$ cat config.mk
export PLATFORM = sky130hd
export DESIGN_NAME = rational_fraction_alu_top
export DESIGN_NICKNAME = d
export VERILOG_FILES = /design/src/rtl/rfa_pkg.sv /design/src/rtl/rfa_div.sv /design/src/rtl/rfa_datapath.sv /design/src/rtl/rfa_ctrl.sv /design/src/rtl/rational_fraction_alu_top.sv
export SDC_FILE = /design/constraint.sdc
export NUM_CORES = 2
export LEC_CHECK = 0
export BUFFER_PORTS_ARGS = -buffer_cell sky130_fd_sc_hd__buf_2
export CORE_AREA = 5 5 482 365
export DETAILED_ROUTE_END_ITERATION = 12
export DIE_AREA = 0 0 487 370
export HOLD_SLACK_MARGIN = 0.02
export MAX_ROUTING_LAYER = met4
export RECOVER_POWER = 100
export SYNTH_ARGS = -nofsm -noshare
export SYNTH_HDL_FRONTEND = slang
export SYNTH_SLANG_ARGS = --single-unit
$ cat constraint.sdc
create_clock -name clk -period 13.07 [get_ports clk]
set_clock_uncertainty 0.2 [all_clocks]
set_input_delay 0.6535 -clock clk [delete_from_list [all_inputs] [get_ports clk]]
set_output_delay 0.6535 -clock clk [all_outputs]
set_load 0.1 [all_outputs]
$ cat src/rtl/rfa_pkg.sv
// package: payload types and datapath command/status types for the fraction alu
package rfa_pkg;

  localparam int IO_W = 32;

  typedef enum logic [1:0] {
    KIND_ADD = 2'd0,
    KIND_SUB = 2'd1,
    KIND_MUL = 2'd2,
    KIND_DIV = 2'd3
  } kind_t;

  typedef struct packed {
    logic [1:0]             kind;
    logic signed [IO_W-1:0] a_num;
    logic signed [IO_W-1:0] a_den;
    logic signed [IO_W-1:0] b_num;
    logic signed [IO_W-1:0] b_den;
  } in_item_t;

  typedef struct packed {
    logic signed [IO_W-1:0] res_num;
    logic signed [IO_W-1:0] res_den;
    logic                   div_by_zero;
    logic                   overflow;
  } out_item_t;

  // datapath operations
  typedef enum logic [3:0] {
    OP_NONE,
    OP_LOAD,     // capture operands, fix zero denominators
    OP_SEL_A,    // x,y <- a_num, a_den
    OP_SEL_B,    // x,y <- b_num, b_den
    OP_SEL_R,    // x,y <- r_num, r_den (zero den -> 1)
    OP_REM_GO,   // start remainder x % y
    OP_REM_END,  // x <- y, y <- rem
    OP_Q1_GO,    // start num / gcd
    OP_Q1_END,
    OP_Q2_GO,    // start den / gcd
    OP_Q2_END,
    OP_MUL1,     // first product pair step
    OP_MUL2,
    OP_MUL3,     // denominator product
    OP_COMB      // combine
  } dp_op_t;

  typedef enum logic [1:0] {
    DST_A,
    DST_B,
    DST_R
  } dst_t;

  typedef struct packed {
    dp_op_t op;
    dst_t   dst;
  } dp_cmd_t;

  typedef struct packed {
    logic y_zero;    // euclid done
    logic g_zero;    // gcd came out zero
    logic div_done;  // divider finished
    logic bn_zero;   // b numerator zero after reduction
    logic is_div;
  } dp_stat_t;

endpackage

$ cat src/rtl/rfa_div.sv
// shared iterative divider: truncated signed quotient and remainder, one bit a cycle
module rfa_div import rfa_pkg::*; #(
  parameter int W = 32
) (
  input  logic         clk,
  input  logic         rst_n,
  input  logic         go,
  input  logic [W-1:0] dvd,
  input  logic [W-1:0] dvs,
  output logic         done,
  output logic [W-1:0] quo,
  output logic [W-1:0] rem
);
  localparam int CW = $clog2(W + 1);

  logic          busy_r, busy_nxt;
  logic [CW-1:0] cnt_r, cnt_nxt;
  logic [W-1:0]  q_r, q_nxt, d_r, d_nxt;
  logic [W:0]    p_r, p_nxt;
  logic          qn_r, qn_nxt, rn_r, rn_nxt;
  logic          done_r, done_nxt;
  logic [W:0]    trial, shifted;

  assign shifted = {p_r[W-1:0], q_r[W-1]};
  assign trial   = shifted - {1'b0, d_r};

  always_comb begin
    busy_nxt = busy_r;
    cnt_nxt  = cnt_r;
    q_nxt    = q_r;
    d_nxt    = d_r;
    p_nxt    = p_r;
    qn_nxt   = qn_r;
    rn_nxt   = rn_r;
    done_nxt = 1'b0;
    if (go) begin
      busy_nxt = 1'b1;
      cnt_nxt  = CW'(W);
      q_nxt    = dvd[W-1] ? (~dvd + 1'b1) : dvd;
      d_nxt    = dvs[W-1] ? (~dvs + 1'b1) : dvs;
      p_nxt    = '0;
      qn_nxt   = dvd[W-1] ^ dvs[W-1];
      rn_nxt   = dvd[W-1];
    end else if (busy_r) begin
      if (!trial[W]) begin
        p_nxt = trial;
        q_nxt = {q_r[W-2:0], 1'b1};
      end else begin
        p_nxt = shifted;
        q_nxt = {q_r[W-2:0], 1'b0};
      end
      cnt_nxt = cnt_r - 1'b1;
      if (cnt_r == CW'(1)) begin
        busy_nxt = 1'b0;
        done_nxt = 1'b1;
      end
    end
  end

  always_ff @(posedge clk) begin
    if (!rst_n) begin
      busy_r <= 1'b0;
      done_r <= 1'b0;
      cnt_r  <= '0;
    end else begin
      busy_r <= busy_nxt;
      done_r <= done_nxt;
      cnt_r  <= cnt_nxt;
    end
    q_r  <= q_nxt;
    d_r  <= d_nxt;
    p_r  <= p_nxt;
    qn_r <= qn_nxt;
    rn_r <= rn_nxt;
  end

  assign done = done_r;
  assign quo  = qn_r ? (~q_r + 1'b1) : q_r;
  assign rem  = rn_r ? (~p_r[W-1:0] + 1'b1) : p_r[W-1:0];
endmodule

$ cat src/rtl/rfa_datapath.sv
// datapath: operand registers, euclid registers, multiplier and shared divider
module rfa_datapath import rfa_pkg::*; #(
  parameter int W = 32
) (
  input  logic      clk,
  input  logic      rst_n,
  input  in_item_t  in_item,
  input  dp_cmd_t   cmd,
  output dp_stat_t  stat,
  output out_item_t result
);
  logic [W-1:0] an_r, ad_r, bn_r, bd_r, rn_r, rd_r;
  logic [W-1:0] x_r, y_r, g_r;
  logic [1:0]   kind_r;
  logic         ovf_r, dz_r;
  logic [W-1:0] m1_r, m2_r, m3_r;
  logic         o1_r, o2_r, o3_r;
  logic [W-1:0] ma, mb;
  logic [2*W-1:0] prod;
  logic         mo;
  logic         div_go, div_done;
  logic [W-1:0] div_a, div_b, quo, rem;

  function automatic logic [W-1:0] ext(input logic [IO_W-1:0] v);
    logic [63:0] s;
    s = {{(64-IO_W){v[IO_W-1]}}, v};
    return s[W-1:0];
  endfunction

  function automatic logic [W-1:0] fix_den(input logic [W-1:0] v);
    return (v == '0) ? W'(1) : v;
  endfunction

  // one signed multiply a cycle, overflow from the full product
  always_comb begin
    ma = '0;
    mb = '0;
    unique case (cmd.op)
      OP_MUL1: begin
        ma = an_r;
        mb = (kind_r == KIND_DIV) ? bd_r : ((kind_r == KIND_MUL) ? bn_r : bd_r);
      end
      OP_MUL2: begin
        ma = (kind_r == KIND_MUL || kind_r == KIND_DIV) ? ad_r : bn_r;
        mb = (kind_r == KIND_MUL) ? bd_r : ((kind_r == KIND_DIV) ? bn_r : ad_r);
      end
      OP_MUL3: begin
        ma = ad_r;
        mb = bd_r;
      end
      default: ;
    endcase
  end

  assign prod = $signed(ma) * $signed(mb);
  assign mo   = (prod[2*W-1:W-1] != {(W+1){1'b0}}) && (prod[2*W-1:W-1] != {(W+1){1'b1}});

  always_comb begin
    div_go = 1'b0;
    div_a  = x_r;
    div_b  = y_r;
    unique case (cmd.op)
      OP_REM_GO: div_go = 1'b1;
      OP_Q1_GO: begin
        div_go = 1'b1;
        div_a  = (cmd.dst == DST_A) ? an_r : ((cmd.dst == DST_B) ? bn_r : rn_r);
        div_b  = g_r;
      end
      OP_Q2_GO: begin
        div_go = 1'b1;
        div_a  = (cmd.dst == DST_A) ? ad_r : ((cmd.dst == DST_B) ? bd_r : rd_r);
        div_b  = g_r;
      end
      default: ;
    endcase
  end

  rfa_div #(.W(W)) u_div (
    .clk(clk), .rst_n(rst_n), .go(div_go), .dvd(div_a), .dvs(div_b),
    .done(div_done), .quo(quo), .rem(rem)
  );

  logic [W-1:0] s_add, s_sub;
  logic         oa, os;
  assign s_add = m1_r + m2_r;
  assign s_sub = m1_r - m2_r;
  assign oa = (m1_r[W-1] == m2_r[W-1]) && (s_add[W-1] != m1_r[W-1]);
  assign os = (m1_r[W-1] != m2_r[W-1]) && (s_sub[W-1] != m1_r[W-1]);

  always_ff @(posedge clk) begin
    unique case (cmd.op)
      OP_LOAD: begin
        kind_r <= in_item.kind;
        an_r   <= ext(in_item.a_num);
        ad_r   <= fix_den(ext(in_item.a_den));
        bn_r   <= ext(in_item.b_num);
        bd_r   <= fix_den(ext(in_item.b_den));
        ovf_r  <= 1'b0;
        dz_r   <= 1'b0;
      end
      OP_SEL_A: begin x_r <= an_r; y_r <= ad_r; end
      OP_SEL_B: begin x_r <= bn_r; y_r <= bd_r; end
      OP_SEL_R: begin x_r <= rn_r; y_r <= fix_den(rd_r); rd_r <= fix_den(rd_r); end
      OP_REM_GO: g_r <= g_r;
      OP_REM_END: begin x_r <= y_r; y_r <= rem; g_r <= y_r; end
      OP_Q1_END: begin
        unique case (cmd.dst)
          DST_A:   an_r <= quo;
          DST_B:   bn_r <= quo;
          default: rn_r <= quo;
        endcase
      end
      OP_Q2_END: begin
        unique case (cmd.dst)
          DST_A:   ad_r <= quo;
          DST_B:   bd_r <= quo;
          default: rd_r <= quo;
        endcase
      end
      OP_MUL1: begin m1_r <= prod[W-1:0]; o1_r <= mo; end
      OP_MUL2: begin m2_r <= prod[W-1:0]; o2_r <= mo; end
      OP_MUL3: begin m3_r <= prod[W-1:0]; o3_r <= mo; end
      OP_COMB: begin
        // combine after the products settle
        if (kind_r == KIND_DIV && bn_r == '0) begin
          rn_r <= an_r;
          rd_r <= ad_r;
          dz_r <= 1'b1;
        end else begin
          unique case (kind_r)
            KIND_ADD: begin rn_r <= s_add; rd_r <= m3_r; ovf_r <= o1_r | o2_r | o3_r | oa; end
            KIND_SUB: begin rn_r <= s_sub; rd_r <= m3_r; ovf_r <= o1_r | o2_r | o3_r | os; end
            default:  begin rn_r <= m1_r;  rd_r <= m2_r; ovf_r <= o1_r | o2_r; end
          endcase
        end
      end
      default: ;
    endcase
    // gcd of x and zero y is x itself
    if (cmd.op == OP_SEL_A || cmd.op == OP_SEL_B || cmd.op == OP_SEL_R) g_r <= '0;
  end

  // gcd is x once y reaches zero
  logic [W-1:0] gcur;
  assign gcur = x_r;

  assign stat.y_zero   = (y_r == '0);
  assign stat.g_zero   = (gcur == '0);
  assign stat.div_done = div_done;
  assign stat.bn_zero  = (bn_r == '0);
  assign stat.is_div   = (kind_r == KIND_DIV);

  assign result.res_num     = IO_W'(rn_r);
  assign result.res_den     = IO_W'(rd_r);
  assign result.div_by_zero = dz_r;
  assign result.overflow    = ovf_r;
endmodule

$ cat src/rtl/rfa_ctrl.sv
// controller: sequences normalizing, cross products and final reduction
module rfa_ctrl import rfa_pkg::*; (
  input  logic     clk,
  input  logic     rst_n,
  input  logic     start,
  input  dp_stat_t stat,
  output logic     busy,
  output dp_cmd_t  cmd,
  output logic     out_valid
);
  typedef enum logic [3:0] {
    S_IDLE, S_SEL, S_CHK, S_REM, S_REMW, S_Q1, S_Q1W, S_Q2, S_Q2W,
    S_M1, S_M2, S_M3, S_COMB, S_DONE
  } state_t;

  state_t state_r, state_nxt;
  dst_t   dst_r, dst_nxt;
  logic   vld_r, vld_nxt;

  always_comb begin
    state_nxt = state_r;
    dst_nxt   = dst_r;
    vld_nxt   = 1'b0;
    cmd.op    = OP_NONE;
    cmd.dst   = dst_r;
    unique case (state_r)
      S_IDLE: begin
        // operands captured at the accepting edge
        if (start) begin
          cmd.op = OP_LOAD; dst_nxt = DST_A; state_nxt = S_SEL;
        end
      end
      S_SEL: begin
        unique case (dst_r)
          DST_A:   cmd.op = OP_SEL_A;
          DST_B:   cmd.op = OP_SEL_B;
          default: cmd.op = OP_SEL_R;
        endcase
        state_nxt = S_CHK;
      end
      S_CHK: begin
        // x holds the gcd once y is zero
        if (stat.y_zero) state_nxt = stat.g_zero ? S_Q2W : S_Q1;
        else state_nxt = S_REM;
      end
      S_REM: begin cmd.op = OP_REM_GO; state_nxt = S_REMW; end
      S_REMW: if (stat.div_done) begin cmd.op = OP_REM_END; state_nxt = S_CHK; end
      S_Q1: begin cmd.op = OP_Q1_GO; state_nxt = S_Q1W; end
      S_Q1W: if (stat.div_done) begin cmd.op = OP_Q1_END; state_nxt = S_Q2; end
      S_Q2: begin cmd.op = OP_Q2_GO; state_nxt = S_Q2W; end
      S_Q2W: begin
        if (stat.div_done || stat.g_zero) begin
          if (stat.div_done) cmd.op = OP_Q2_END;
          unique case (dst_r)
            DST_A:   begin dst_nxt = DST_B; state_nxt = S_SEL; end
            DST_B:   state_nxt = S_M1;
            default: state_nxt = S_DONE;
          endcase
        end
      end
      S_M1: begin cmd.op = OP_MUL1; state_nxt = S_M2; end
      S_M2: begin cmd.op = OP_MUL2; state_nxt = S_M3; end
      S_M3: begin cmd.op = OP_MUL3; state_nxt = S_COMB; end
      S_COMB: begin
        cmd.op = OP_COMB; cmd.dst = DST_R; dst_nxt = DST_R; state_nxt = S_SEL;
      end
      S_DONE: begin vld_nxt = 1'b1; state_nxt = S_IDLE; end
      default: state_nxt = S_IDLE;
    endcase
  end

  always_ff @(posedge clk) begin
    if (!rst_n) begin
      state_r <= S_IDLE;
      dst_r   <= DST_A;
      vld_r   <= 1'b0;
    end else begin
      state_r <= state_nxt;
      dst_r   <= dst_nxt;
      vld_r   <= vld_nxt;
    end
  end

  assign busy      = (state_r != S_IDLE);
  assign out_valid = vld_r;
endmodule

$ cat src/rtl/rational_fraction_alu_top.sv
// top level: rational fraction alu with gcd reduction
// the time from acceptance to out_valid grows with the euclid remainder steps over the three
//   reductions (at least three); each remainder step and each quotient runs on the shared bit-serial divider
// throughput: one item at a time; the next beat can be accepted in the out_valid cycle
// busy is high from acceptance until out_valid; the receiver cannot stall
// synchronous active-low reset returns the controller to idle
module rational_fraction_alu_top import rfa_pkg::*; #(
  parameter int WORD_WIDTH = 32
) (
  input  logic      clk,
  input  logic      rst_n,
  input  logic      start,
  output logic      busy,
  input  in_item_t  in_item,
  output logic      out_valid,
  output out_item_t out_item
);
  dp_cmd_t  cmd;
  dp_stat_t stat;

  // sequencer
  rfa_ctrl u_ctrl (
    .clk(clk), .rst_n(rst_n), .start(start), .stat(stat),
    .busy(busy), .cmd(cmd), .out_valid(out_valid)
  );

  // operand, euclid and product registers
  rfa_datapath #(.W(WORD_WIDTH)) u_dp (
    .clk(clk), .rst_n(rst_n), .in_item(in_item), .cmd(cmd),
    .stat(stat), .result(out_item)
  );
endmodule

# Yosys cells after proc, flatten, opt, wreduce, memory -nomap -nowiden
# Cells that the tools add are included.
word_totals:
  in_bits: 133
  reg_bits: 504
  word_cells: 218
op_classes:
  n_eq_ne: 51
  n_mul: 1
  bitwise: 11
  n_mux: 72
  addsub: 8
  n_reduce_logical: 44
ops:
  columns: ["op", "n"]
  rows:
  - ["two-way mux 32 bit", 25]
  - ["case mux 32 bit (2 select lines)", 7]
  - ["case mux 32 bit (3 select lines)", 3]
  - ["case mux 32 bit (4 select lines)", 2]
  - ["logical NOT 32 bit", 6]
  - ["adder 32 x 1 -> 32 bit, second input constant", 4]
  - ["inverter 32 bit", 4]
  - ["multiplier 32 x 32 -> 64 bit", 1]
  - ["== test 4 bit, second input constant", 13]
  - ["case mux 4 bit (13 select lines)", 1]
  - ["case mux 4 bit (12 select lines)", 1]
  - ["two-way mux 4 bit", 9]
  - ["inequality test 33 bit, second input constant", 1]
  - ["nonzero test 33 bit", 1]
  - ["subtractor 33 x 32 -> 33 bit", 1]
  - ["adder 32 bit", 1]
  - ["== test 4 x 3 -> 1 bit, second input constant", 8]
  - ["subtractor 32 bit", 1]
  - ["two-way mux 31 bit", 1]
  - ["== test 4 x 2 -> 1 bit, second input constant", 4]
  - ["inequality test 2 x 1 -> 1 bit, second input constant", 8]
  - ["AND reduction 2 bit", 8]
  - ["two-way mux 6 bit", 2]
  - ["two-way mux 1 bit", 10]
  - ["other kinds (27)", 65]

# Longest topological paths before layout
depth:
  ltp_word: 10
  depth_mapped: 40
  ltp_nobuf: 34

# By module
# From an unflattened synthesis, not the netlist that was laid out.
hier_totals:
  cells_unflattened: 7657
  hier_area_um2: 68854.8
modules_own_cells:
  columns: ["module", "cells_each", "n_inst", "area_per_inst_um2"]
  rows:
  - ["rfa_datapath", 6528, 1, 59513.3]
  - ["rfa_div", 1043, 1, 8710.9]
  - ["rfa_ctrl", 86, 1, 630.6]

# Least setup slack after synthesis
# OpenSTA, ideal clock, no wires.
synth_path:
  path_kind: "register to register"
  start: "register u_ctrl.state_r[2]"
  end: "register u_dp.o1_r (data pin)"
  path_buffers: 6
  path_slack_ps: 2539
  synth_period_minus_slack_ps: 10531
  setup_ps: 261
  required_ps: 12609
  path_stages_with_launch: 36
  arrival_time_ps: 10071
  cell_sequence: "dfxtp_1 clkbuf_1 nor2_1 and3_1 clkbuf_1 clkbuf_1 a222oi_1 clkbuf_1 clkbuf_1 nor2_1 fa_1 fa_1 fa_1 inv_1 fa_1 inv_1 fa_1 fa_1 fa_1 inv_1 fa_1 inv_1 ha_1 buf_2 and2_1 and3_1 a22o_1 a2111o_1 a21oi_4 a21oi_2 or4_1 nand3_1 or3b_1 nor4_2 o2111ai_1 and2_1"
synth_via:
  elab_chain_cells: 7
  elab_cells_between_ends: 22
  classes_between: "mul (1); eq/ne (15); mux (3); reduce/logical (3)"
synth_rtl:
  columns: ["item", "line_no", "source"]
  rows:
  - ["start: declaration", "rfa_ctrl.sv:16", "state_t state_r, state_nxt;"]
  - ["start signal: assignment", "rfa_ctrl.sv:78", "state_r <= state_nxt;"]
  - ["== test 4 bit (tied with other cells)", "rfa_ctrl.sv:26", "unique case (state_r)"]
  - ["case mux 4 bit (12 select lines) *", "rfa_ctrl.sv:26", null]
  - ["== test 4 bit", "rfa_datapath.sv:38", "unique case (cmd.op)"]
  - ["case mux 32 bit (3 select lines)", "rfa_datapath.sv:38", null]
  - ["multiplier 32 x 32 -> 64 bit *", "rfa_datapath.sv:55", "assign prod = $signed(ma) * $signed(mb);"]
  - ["inequality test 33 bit or nonzero test 33 bit (tied branches)", "rfa_datapath.sv:56", "assign mo = (prod[2*W-1:W-1] != {(W+1){1'b0}}) && (prod[2*W-1:W-1] != {(W+1){1'b1}});"]
  - ["logical AND 1 bit *", "rfa_datapath.sv:56", null]
  - ["named net u_dp.mo", "rfa_datapath.sv:20", "logic mo;"]
  - ["end signal: assignment", "rfa_datapath.sv:120", "OP_MUL1: begin m1_r <= prod[W-1:0]; o1_r <= mo; end"]
  - ["end: declaration", "rfa_datapath.sv:17", "logic o1_r, o2_r, o3_r;"]
# The timed path passes the listed nets; every way through them passes the cells marked *.
# A chain may end at the register's enable or synchronous reset.

# Worst setup path in the final report
layout_path:
  start: "register u_dp.kind_r[1]"
  end: "register u_dp.o3_r (data pin)"
layout_via:
  elab_chain_cells: 7
  elab_cells_between_ends: 14
  classes_between: "mul (1); eq/ne (3); mux (7); reduce/logical (3)"
layout_rtl:
  columns: ["item", "line_no", "source"]
  rows:
  - ["start: declaration", "rfa_datapath.sv:14", "logic [1:0] kind_r;"]
  - ["start signal: assignment", "rfa_datapath.sv:93", "kind_r <= in_item.kind;"]
  - ["== test 2 bit", "rfa_datapath.sv:41, rfa_datapath.sv:44, rfa_datapath.sv:45", null]
  - ["two-way mux 32 bit (tied with other cells)", "rfa_datapath.sv:45", "mb = (kind_r == KIND_MUL) ? bd_r : ((kind_r == KIND_DIV) ? bn_r : ad_r);"]
  - ["two-way mux 32 bit (on tied branches)", "rfa_datapath.sv:45, rfa_datapath.sv:41, rfa_datapath.sv:44", null]
  - ["case mux 32 bit (3 select lines)", "rfa_datapath.sv:38", null]
  - ["multiplier 32 x 32 -> 64 bit *", "rfa_datapath.sv:55", null]
  - ["inequality test 33 bit or nonzero test 33 bit (tied branches)", "rfa_datapath.sv:56", null]
  - ["logical AND 1 bit *", "rfa_datapath.sv:56", null]
  - ["named net u_dp.mo", "rfa_datapath.sv:20", null]
  - ["end signal: assignment", "rfa_datapath.sv:122", "OP_MUL3: begin m3_r <= prod[W-1:0]; o3_r <= mo; end"]
  - ["end: declaration", "rfa_datapath.sv:17", null]
# Marks and branches as above.

==> out/metrics.cfg <==
[global_route]
antenna_found_initial = 9
grt_max_degree = 88
grt.total_usage = 0.3076
grt_pass1_vias = 55810
overflow = 0
grt_pass1_wl_mm = 395.3

[cells_and_area]
fin_nets = 8825
syn_to_final_growth_pct = 8.126
drive_gt1_frac = 0.05947
layout_commonest_cell = fa_1
layout_common_cells = 1085 x fa_1, 1032 x inv_1, 1020 x nor2_1

[routing]
postRouteWirelength_mm = 272.2
drc_errors = 0
wl_per_cell_um = 28.20
drt-pass1-iter-count = 10
vias = 57050
detail-route-antenna-nets = 0
drt_iter0_drc = 7641
avgViaCountPerCell = 5.911

[job]
cap_violations = 32

[worst_setup_path]
worst_ep_arrival_time_ns = 12.77
path_common_cell = fa_1
slowest_stage = clkbuf_1
worstPathRequired_ns = 13.22
cp_max_fo = 15
path_class = register to register
cp-end-kind = register
start_kind = register
cpPeakStageDelay_ns = 1.15

[yosys]
synth_edf_count = 425
synthFlopType = edfxtp_1
synth.avg_cell_area_um2 = 9.221
syn-cell-area_mm2 = 0.06770
synth_warnings = 0
synth_fp_nets = 8844
ys_ff_latch = 504
yosysSeqAreaShare = 0.2119
synthDistinctLibCells = 89
synthArstFlopShare = 0
syn_inst = 7342

[cts]
cts_root_buf = clkbuf_16
clock_sinks = 504
h-tree-depth = 2
insertion_delay_ns = 0.66
cts_buffer_depth = 3
cts_setup_buffers = 0
cts_tree = built
numCtsBuffers = 52
cts.clk_slew.worst_paths_ns = 0.07

[power_and_ir_drop]
vdd_drop_max_uv = 111.6
p_per_area_mw_per_mm2 = 86.77
leakagePower_nw = 26.53

[placement]
place.gp.congestion = 1.031
dpl.hpwl_mm = 220.9
io_buffers = 200

[floorplan]
start_util = 0.3957
die_h_um = 370
die_w_um = 487
coreArea_mm2 = 0.1711
std_cell_rows = 132
io-pin-count = 201
die-area_mm2 = 0.1802

[sta]
worst_slew_pin_slew_ns = 4.348
max_freq_ghz = 0.07925
rsz0062_at_grt = false
hold-worst-slack_ns = 0.09071
setup_viol = 0
slew_violations = 1105
hold_viol = 0
setup-tns-final_ns = 0
min_period_over_period = 0.9655
fin_crit_ns = 12.62
slew-limit-headroom = -1.899

[status]
status = finished, violations left
violations = capacitance limit, slew limit

[min_path]
min_path_type = primary input to register

[path summary, 6_finish.rpt]
path,from,to,slack [ns],cells after the start
worst max-delay path,u_dp.kind_r[1]$_DFFE_PP_,u_dp.o3_r$_DFFE_PN_,0.45,35
worst min-delay path,in_item[32],u_dp.bn_r[0]$_DFFE_PP_,0.09,3
worst max register to register,u_dp.kind_r[1]$_DFFE_PP_,u_dp.o3_r$_DFFE_PN_,0.45,35
worst min register to register,u_dp.g_r[30]$_SDFFE_PP0N_,u_dp.g_r[30]$_SDFFE_PP0N_,0.28,1
[cells in the mapped netlist (19+ instances only)]
cell type / n / area, µm²
clkbuf_1: 372 / 1396
a221oi_1: 34 / 297.8
or2_2: 44 / 275.3
xor2_1: 122 / 1069
o221ai_1: 29 / 254.0
xnor2_1: 128 / 1121
buf_2: 30 / 150.1
nand4_1: 26 / 162.7
o211ai_1: 35 / 262.8
and2_1: 45 / 281.5
o22ai_1: 20 / 125.1
and3_1: 25 / 156.4
buf_1: 19 / 71.32
o21ai_0: 229 / 1146
or3_1: 24 / 150.1
nor4_1: 68 / 425.4
a22o_1: 34 / 297.8
nand2b_1: 75 / 469.2
ha_1: 284 / 3553
a211oi_1: 80 / 600.6
nand2_1: 696 / 2613
o21a_1: 144 / 1081
edfxtp_1: 425 / 12760
o21bai_1: 20 / 150.1
o21ai_1: 48 / 240.2
a222oi_1: 66 / 660.6
nor2b_1: 25 / 156.4
fa_1: 1085 / 21720
a21o_1: 47 / 352.8
dfxtp_1: 79 / 1582
a22oi_1: 36 / 270.3
nand3_1: 49 / 245.2
a21oi_1: 338 / 1692
nor3_1: 93 / 465.5
nor2_1: 1022 / 3836
mux2i_1: 168 / 1682
o31ai_1: 37 / 277.8
a31oi_1: 38 / 237.7
inv_1: 1032 / 3874
[where the power goes]
part	internal, mW	switching, mW
Combinational	0.661	1.33
Sequential	2.15	0.535
Clock	0.949	0.727
[through the flow]
| step | instances | cell area [µm²] | util | total power, mW | worst slack (ns) |
|---|---|---|---|---|---|
| 2_1_floorplan | 7342 | 67700 | - | 3.724 | 2.539 |
| 3_3_place_gp | 9545 | 71680 | 0.4189 | 4.582 | 1.148 |
| 3_5_place_dp | 9545 | 71680 | 0.4189 | 4.608 | 1.184 |
| 4_1_cts | 9643 | 73530 | 0.4297 | 6.268 | 1.067 |
| 5_1_grt | 9651 | 73200 | 0.4278 | 6.554 | 0.1796 |
| 6_report | 9652 | 73200 | 0.4278 | 6.352 | 0.4510 |
[kinds of logic (layout without fill, tap and decap cells)]
group | count (synthesis) | in the layout | share of synthesized area
AND/OR/NAND/NOR | 2250 | 2250 | 0.1437
buffers and inverters | 1460 | 1483 | 0.08173
adder cells (fa/ha/maj) | 1369 | 1369 | 0.3733
AO/OA/AOI/OAI | 1340 | 1340 | 0.1320
flip-flops | 504 | 504 | 0.2119
XOR/XNOR | 250 | 250 | 0.03234
multiplexers | 169 | 169 | 0.02501
other | 0 | 9 | 0
[repair_timing]
item | 4_1_cts | 5_1_grt
gates resized for setup | 0 | 0
hold buffers | 2 | 0
hold endpoints to repair | 2 | 0
[registers in the layout, summed over array words and instances (netlist names), 2 cells and up]
name	count
u_dp.ad_r	32
u_dp.an_r	32
u_dp.bd_r	32
u_dp.bn_r	32
u_dp.g_r	32
u_dp.gcur	32
u_dp.m1_r	32
u_dp.m2_r	32
u_dp.m3_r	32
u_dp.rd_r	32
u_dp.rn_r	32
u_dp.u_div.d_r	32
u_dp.u_div.p_r	32
u_dp.u_div.q_r	32
u_dp.y_r	32
u_dp.u_div.cnt_r	6
u_ctrl.state_r	4
u_ctrl.dst_r	2
u_dp.kind_r	2
[worst max-delay path: cells and delay by family, from the launching register on]
kind / cells / cell delay (ns)
buf+inv: 9 / 2.78
flops: 1 / 0.52
fa+ha+maj: 9 / 3.68
compound gates: 9 / 2.54
simple gates: 8 / 2.58
[layer usage]
layer	up-vias	track usage	routed length [µm]
met3	531	0.08391	35070
met1	28900	0.4360	114500
met5	-	-	0
met2	3467	0.4270	111400
met4	0	0.09653	11260
li1	24150	-	-
[layout make-up]
class	instances	area (µm²)
Antenna cell	9	22.52
Clock buffer	71	1516
Clock inverter	25	312.8
Fill cell	16890	97900
Inverter	1035	3885
Multi-Input combinational cell	5378	48320
Sequential cell	504	14340
Tap cell	2278	2850
Timing Repair Buffer	352	1954
Note: power is estimated with default switching activity, not from simulation.
